File: config.mk
export PLATFORM = sky130hd
export DESIGN_NAME = odo_ctrl
export DESIGN_NICKNAME = d
export VERILOG_FILES = /design/src/hw/rtl/odo_pkg.sv /design/src/hw/rtl/odo_ctrl.sv
export SDC_FILE = /design/constraint.sdc
export NUM_CORES = 1
export LEC_CHECK = 0
export ABC_CLOCK_PERIOD_IN_PS = 3460
export BUFFER_PORTS_ARGS = -buffer_cell sky130_fd_sc_hd__buf_2
export CAP_MARGIN = 20
export CORE_UTILIZATION = 45
export DETAILED_ROUTE_END_ITERATION = 6
export HOLD_SLACK_MARGIN = 0.02
export PLACE_DENSITY_LB_ADDON = 0.05
export SETUP_SLACK_MARGIN = 0.02
export SYNTH_ARGS = -nofsm -noshare
export SYNTH_HDL_FRONTEND = slang
export SYNTH_SLANG_ARGS = --single-unit
File: constraint.sdc
create_clock -name clk -period 3.46 [get_ports clk]
set_clock_uncertainty 0.2 [all_clocks]
set_input_delay 0.173 -clock clk [delete_from_list [all_inputs] [get_ports clk]]
set_output_delay 0.173 -clock clk [all_outputs]
set_load 0.02 [all_outputs]
File: src/hw/rtl/odo_pkg.sv
package odo_pkg;

	// register indexes of the configuration port
	localparam logic [1:0] REG_AXLE_TRACK   = 2'd0;
	localparam logic [1:0] REG_WHEEL_RADIUS = 2'd1;
	localparam logic [1:0] REG_HOLES        = 2'd2;

	localparam logic [19:0] AXLE_TRACK_RST   = 20'd9830;
	localparam logic [19:0] WHEEL_RADIUS_RST = 20'd4260;
	localparam logic [9:0]  HOLES_RST        = 10'd20;

	// 2*pi in Q16.16
	localparam logic [18:0] TWO_PI_Q16 = 19'd411775;

	localparam int CORDIC_STAGES = 24;
	localparam logic signed [26:0] CORDIC_GAIN_INIT = 27'sd10188014;
	localparam logic signed [26:0] SC_ONE           = 27'sd16777216;
	localparam logic signed [26:0] SC_ONE_NEG       = -27'sd16777216;

	localparam int MUL_A_W = 40;
	localparam int MUL_B_W = 26;
	localparam int PROD_W  = 66;
	localparam int QUOT_W  = 40;
	localparam int DVS_W   = 30;

	typedef enum logic [4:0] {
		S_IDLE,
		S_DECODE,
		S_CLEAR,
		S_ST_MUL_N,
		S_ST_MUL_PI,
		S_ST_DIV,
		S_ST_DIV_WAIT,
		S_ST_COR_WAIT,
		S_ST_MUL_X,
		S_ST_MUL_Y,
		S_ST_CAP_Y,
		S_AR_MUL_DN,
		S_AR_MUL_HB,
		S_AR_DIV,
		S_AR_DIV_WAIT,
		S_AR_COR0_WAIT,
		S_AR_COR1_WAIT,
		S_AR_MUL_K,
		S_AR_CAP_K,
		S_AR_MUL_DC,
		S_AR_DIV_X,
		S_AR_DIV_X_WAIT,
		S_AR_DIV_Y,
		S_AR_DIV_Y_WAIT,
		S_FINISH
	} odo_state_t;

	typedef enum logic [3:0] {
		MS_NONE,
		MS_NR,
		MS_PI,
		MS_S0,
		MS_C0,
		MS_DNR,
		MS_HB,
		MS_K,
		MS_DC,
		MS_DS
	} odo_mul_t;

	typedef enum logic [1:0] {
		DS_DM,
		DS_FRAC,
		DS_ARC
	} odo_div_t;

	typedef enum logic [3:0] {
		CAP_NONE,
		CAP_MAG_PROD,
		CAP_MAG_QUOT,
		CAP_HEAD,
		CAP_SC0,
		CAP_SC1,
		CAP_DXS,
		CAP_DYS,
		CAP_DXA,
		CAP_DYA,
		CAP_CLEAR
	} odo_cap_t;

	typedef struct packed {
		logic     load_in;
		odo_mul_t mul_sel;
		logic     div_start;
		odo_div_t div_sel;
		logic     cor_start;
		logic     cor_new;
		odo_cap_t cap;
		logic     load_out;
	} odo_cmd_t;

	typedef struct packed {
		logic op;
		logic straight;
		logic div_done;
		logic cor_done;
	} odo_status_t;

	// atan(2^-i) as a binary angle, 2^32 = one turn
	function automatic logic [31:0] atan_turn(input logic [4:0] idx);
		logic [31:0] v;
		case (idx)
			5'd0:  v = 32'd536870912;
			5'd1:  v = 32'd316933406;
			5'd2:  v = 32'd167458907;
			5'd3:  v = 32'd85004756;
			5'd4:  v = 32'd42667331;
			5'd5:  v = 32'd21354465;
			5'd6:  v = 32'd10679838;
			5'd7:  v = 32'd5340245;
			5'd8:  v = 32'd2670163;
			5'd9:  v = 32'd1335087;
			5'd10: v = 32'd667544;
			5'd11: v = 32'd333772;
			5'd12: v = 32'd166886;
			5'd13: v = 32'd83443;
			5'd14: v = 32'd41722;
			5'd15: v = 32'd20861;
			5'd16: v = 32'd10430;
			5'd17: v = 32'd5215;
			5'd18: v = 32'd2608;
			5'd19: v = 32'd1304;
			5'd20: v = 32'd652;
			5'd21: v = 32'd326;
			5'd22: v = 32'd163;
			5'd23: v = 32'd81;
			default: v = 32'd0;
		endcase
		return v;
	endfunction

endpackage

File: src/hw/rtl/odo_ctrl.sv
module odo_ctrl import odo_pkg::*; (
	input  logic        clk,
	input  logic        arst_n,
	input  logic        in_valid,
	input  logic        out_ready,
	input  odo_status_t status,
	output odo_cmd_t    cmd,
	output logic        in_ready,
	output logic        out_valid
);

	odo_state_t state_q, state_d;
	logic       out_valid_q;
	logic       slot_free;

	assign slot_free = !out_valid_q || out_ready;

	always_comb begin
		state_d = state_q;
		case (state_q)
			S_IDLE:          if (in_valid) state_d = S_DECODE;
			S_DECODE: begin
				if (status.op)            state_d = S_CLEAR;
				else if (status.straight) state_d = S_ST_MUL_N;
				else                      state_d = S_AR_MUL_DN;
			end
			S_CLEAR:         state_d = S_FINISH;
			S_ST_MUL_N:      state_d = S_ST_MUL_PI;
			S_ST_MUL_PI:     state_d = S_ST_DIV;
			S_ST_DIV:        state_d = S_ST_DIV_WAIT;
			S_ST_DIV_WAIT:   if (status.div_done) state_d = S_ST_COR_WAIT;
			S_ST_COR_WAIT:   if (status.cor_done) state_d = S_ST_MUL_X;
			S_ST_MUL_X:      state_d = S_ST_MUL_Y;
			S_ST_MUL_Y:      state_d = S_ST_CAP_Y;
			S_ST_CAP_Y:      state_d = S_FINISH;
			S_AR_MUL_DN:     state_d = S_AR_MUL_HB;
			S_AR_MUL_HB:     state_d = S_AR_DIV;
			S_AR_DIV:        state_d = S_AR_DIV_WAIT;
			S_AR_DIV_WAIT:   if (status.div_done) state_d = S_AR_COR0_WAIT;
			S_AR_COR0_WAIT:  if (status.cor_done) state_d = S_AR_COR1_WAIT;
			S_AR_COR1_WAIT:  if (status.cor_done) state_d = S_AR_MUL_K;
			S_AR_MUL_K:      state_d = S_AR_CAP_K;
			S_AR_CAP_K:      state_d = S_AR_MUL_DC;
			S_AR_MUL_DC:     state_d = S_AR_DIV_X;
			S_AR_DIV_X:      state_d = S_AR_DIV_X_WAIT;
			S_AR_DIV_X_WAIT: if (status.div_done) state_d = S_AR_DIV_Y;
			S_AR_DIV_Y:      state_d = S_AR_DIV_Y_WAIT;
			S_AR_DIV_Y_WAIT: if (status.div_done) state_d = S_FINISH;
			S_FINISH:        if (slot_free) state_d = S_IDLE;
			default:         state_d = S_IDLE;
		endcase
	end

	always_comb begin
		cmd       = '0;
		cmd.mul_sel = MS_NONE;
		cmd.div_sel = DS_DM;
		cmd.cap     = CAP_NONE;
		in_ready  = 1'b0;
		case (state_q)
			S_IDLE: begin
				in_ready    = 1'b1;
				cmd.load_in = in_valid;
			end
			S_CLEAR:     cmd.cap = CAP_CLEAR;
			S_ST_MUL_N:  cmd.mul_sel = MS_NR;
			S_ST_MUL_PI: cmd.mul_sel = MS_PI;
			S_ST_DIV: begin
				cmd.div_start = 1'b1;
				cmd.div_sel   = DS_DM;
			end
			S_ST_DIV_WAIT: if (status.div_done) begin
				cmd.cap       = CAP_MAG_QUOT;
				cmd.cor_start = 1'b1;
			end
			S_ST_COR_WAIT: if (status.cor_done) cmd.cap = CAP_SC0;
			S_ST_MUL_X: cmd.mul_sel = MS_S0;
			S_ST_MUL_Y: begin
				cmd.cap     = CAP_DXS;
				cmd.mul_sel = MS_C0;
			end
			S_ST_CAP_Y:  cmd.cap = CAP_DYS;
			S_AR_MUL_DN: cmd.mul_sel = MS_DNR;
			S_AR_MUL_HB: begin
				cmd.cap     = CAP_MAG_PROD;
				cmd.mul_sel = MS_HB;
			end
			S_AR_DIV: begin
				cmd.div_start = 1'b1;
				cmd.div_sel   = DS_FRAC;
			end
			S_AR_DIV_WAIT: if (status.div_done) begin
				cmd.cap       = CAP_HEAD;
				cmd.cor_start = 1'b1;
			end
			S_AR_COR0_WAIT: if (status.cor_done) begin
				cmd.cap       = CAP_SC0;
				cmd.cor_start = 1'b1;
				cmd.cor_new   = 1'b1;
			end
			S_AR_COR1_WAIT: if (status.cor_done) cmd.cap = CAP_SC1;
			S_AR_MUL_K:  cmd.mul_sel = MS_K;
			S_AR_CAP_K:  cmd.cap = CAP_MAG_PROD;
			S_AR_MUL_DC: cmd.mul_sel = MS_DC;
			S_AR_DIV_X, S_AR_DIV_Y: begin
				cmd.div_start = 1'b1;
				cmd.div_sel   = DS_ARC;
			end
			S_AR_DIV_X_WAIT: if (status.div_done) begin
				cmd.cap     = CAP_DXA;
				cmd.mul_sel = MS_DS;
			end
			S_AR_DIV_Y_WAIT: if (status.div_done) cmd.cap = CAP_DYA;
			S_FINISH: cmd.load_out = slot_free;
			default: ;
		endcase
	end

	always_ff @(posedge clk or negedge arst_n) begin
		if (!arst_n) begin
			state_q     <= S_IDLE;
			out_valid_q <= 1'b0;
		end else begin
			state_q <= state_d;
			if (cmd.load_out)   out_valid_q <= 1'b1;
			else if (out_ready) out_valid_q <= 1'b0;
		end
	end

	assign out_valid = out_valid_q;

endmodule

==> summary.txt <==
STA
  • Hold_ws: 0.0451 ns
  • Final period util: 0.661
  • Final Worst Setup Slack: 1.17 ns
  • Final hold viol count: 0
  • RSZ-0062 raised after global routing: false
  • Worst-Margin Slew: 0.860 ns
  • Setup TNS: 0 ns
  • Fin. max-slew vios: 0
  • Period minus WS final: 2.29 ns
  • Relative slew margins: 0.426
  • Fmax: 437 MHz
  • # setup viols final: 0

Yosys
  • Synthesis Warnings: 0
  • Adder-cell share of the synthesized area: 0
  • Post-synthesis xor/xnor area fraction: 0.0223
  • Top cells by area, synth: dfrtp_1 19%, nor2_1 5.2%, and2_1 4.0%
  • Async SR Flop Fraction: 1.00
  • #FFs+latches synth: 6
  • Post-Synthesis Cells: 106
  • Compound-Gate Fraction of Synth Area: 0.313
  • Most frequent cell after synthesis: nor2_1
  • Mapped Nets: 114
  • Top cell type's share of synthesized area: 0.191
  • Post-synth top area cell: dfrtp_1
  • Number of enable flip-flop cells after synthesis: 0
  • Post-synthesis sequential area ratio: 0.191
  • Avg Inst Size Synth: 7.42 sq um
  • Cell Area, Synth: 787 sq um
  • Synth top cells by count: 11 x nor2_1, 7 x nand2_1, 6 x dfrtp_1
  • Top_reg_cell synth: dfrtp_1
  • Simple-gate share of the synthesized area: 0.326
  • Mux cell area share after synthesis: 0.0636
  • Main combinational cell family by area after synthesis: simple AND/OR/NAND/NOR gates
  • Netlist cell types: 44

Worst setup path
  • WP data required: 3.09 ns
  • Crit start category: flop
  • R2r startpoint: state_q[2]
  • Critical Path End Type: output port
  • Largest stage delay on the critical path: 0.90 ns
  • Slowest CP cell: dfrtp_1
  • CP Max Fanout: 27
  • Worst path cell trace: or2b_1 -> a22oi_1 -> o32ai_1 -> buf_2
  • Setup CP Type: flop to output port
  • R2R Path End: state_q[3]
  • CP arrival: 1.92 ns
  • FF-to-FF setup slack: 1.17 ns
  • R2R depth: 4

Finish
  • FILL cells: 158
  • Multi-input gate area: 571 sq um
  • Sequential Area: 150 sq um
  • Net count, final: 133
  • Ratio of cells with drive above 1 in the final layout: 0.276
  • P&R area growth vs syn: 14.9%
  • Antenna Cells: 0
  • Fin util: 0.574

Route
  • Drt drc: 2
  • Final ANT Viol Nets: 0
  • Pre-antenna DRT Iters: 6
  • Iter 0 DRT Violations: 32
  • Average vias per placed instance: 6.12
  • Routed WL: 1.87 mm
  • Routed wire per std cell: 13.4 um
  • DR vias: 851

GRT
  • Initial antenna violation count: 0
  • GRT Total Usage: 0.206
  • Total grt overflow: 0
  • First-pass GRT wire length: 2.98 mm
  • Largest net degree at the start of global routing: 28
  • Vias in the first global route: 652

Floorplanning
  • Die W: 43.8 um
  • I/O pin cnt: 25
  • Initial core utilization: 0.499
  • Row cnt: 14
  • Die ar.: 1920 sq um
  • Area of the core: 1580 sq um
  • Die H: 43.8 um

Placed design
  • Pre-CTS WS: 1.21 ns
  • GP Congestion: 0.747
  • Post-DP HPWL: 1.30 mm
  • Port bufs: 24

Pwr
  • Sequential share of power: 0.287
  • Int Pwr: 419 uW
  • Tot Pwr: 909 uW
  • Combinational share of power: 0.644
  • Clock power frac: 0.069
  • Power Dens Cells: 1010 nW/um^2
  • Switching Share: 0.539
  • Leak pwr: 0.000428 uW
  • Max VDD drop: 0.372 mV
  • Net Switching: 490 uW

Worst hold path
  • WHS Path Cells: 3
  • Worst hold path class: primary input to flop
  • Hold wc startpoint: out_ready
  • Hold Path End: out_valid

Clock tree
  • Hold_buf cts: 1
  • PostCTS Resize Cnt: 0
  • Root Buffer: clkbuf_4
  • Clk Latency, worst-skew pair: 0.24 ns
  • Clock net sink count: 6
  • CTS buffer count: 3
  • Setup bufs post-CTS: 0
  • Worst-path clk slew: 0.05 ns
  • H-tree depth: 1
  • Clock tree buffer depth: 2
  • CTS tree: done

Run status
  • Failing checks: DRC
  • Status: finished, violations left

Run
  • Max-cap violations: 0
[power by group through the flow]
stage	registers [uW]	logic (uW)	clock network, uW
2_1_floorplan	117	617	0
3_3_place_gp	259	578	0
3_5_place_dp	257	583	0
4_1_cts	256	586	64.5
5_1_grt	279	640	71.2
6_report	261	586	62.6
[sequential cells by signal, indices dropped and copies added (netlist names)]
register,count
out_valid,1
state_q,5
[logic make-up (layout without fill, tap and decap cells)]
kind of cell / after synthesis / count (layout)
buffers and inverters: 14 / 31
DFF: 6 / 6
and+or+nand+nor: 48 / 48
AOI/OAI and AO/OA: 32 / 32
xor gates and xnor gates: 2 / 2
muxes: 4 / 4
[layout make-up]
type	instances	share of cell area
tap	16	0.0221
timing repair buffer	25	0.144
sequential	6	0.166
clock buffer	3	0.0249
inverter	3	0.0124
multi-input combinational	86	0.631
[routing by layer]
layer	wire, um	vias up	track usage
li1	-	420	-
met2	864	39	0.334
met5	0	-	0
met1	891	392	0.279
met3	112	0	0.0500
met4	0	0	0.0375
[worst max-delay path: cells and delay by family, from the launching register on]
kind                   cells  cell delay (ns)
DFF                        1             0.90
and+or+nand+nor            1             0.29
AOI/OAI and AO/OA          2             0.27
buffers and inverters      1             0.20
[cell usage in the layout, fill, tap and decap left out, drive strengths merged, types with 4 or more instances in the layout]
cell	n
o22ai	5
and2	5
nand2b	4
nand3	5
buf	24
o21ai	5
a21oi	4
dfrtp	6
nor2	11
nand2	8
[stage by stage]
stage          cell area (sq um)  std cells
2_1_floorplan                787        106
3_5_place_dp                 872        135
6_report                     905        139
4_1_cts                      905        139
5_1_grt                      905        139
3_3_place_gp                 872        135
[how the worst max path moves through the flow]
stage	from	endpoint	slack, ns	cells after the start
6_report	state_q[2]	cmd[10]	1.17	4
5_1_grt	state_q[0]	cmd[3]	1.03	5
4_1_cts	state_q[2]	state_q[3]	1.20	4
3_5_place_dp	state_q[2]	state_q[3]	1.21	4
3_3_place_gp	state_q[2]	state_q[3]	1.25	4
2_1_floorplan	state_q[3]	cmd[14]	1.27	4
Power figures use the tool's default switching activity.
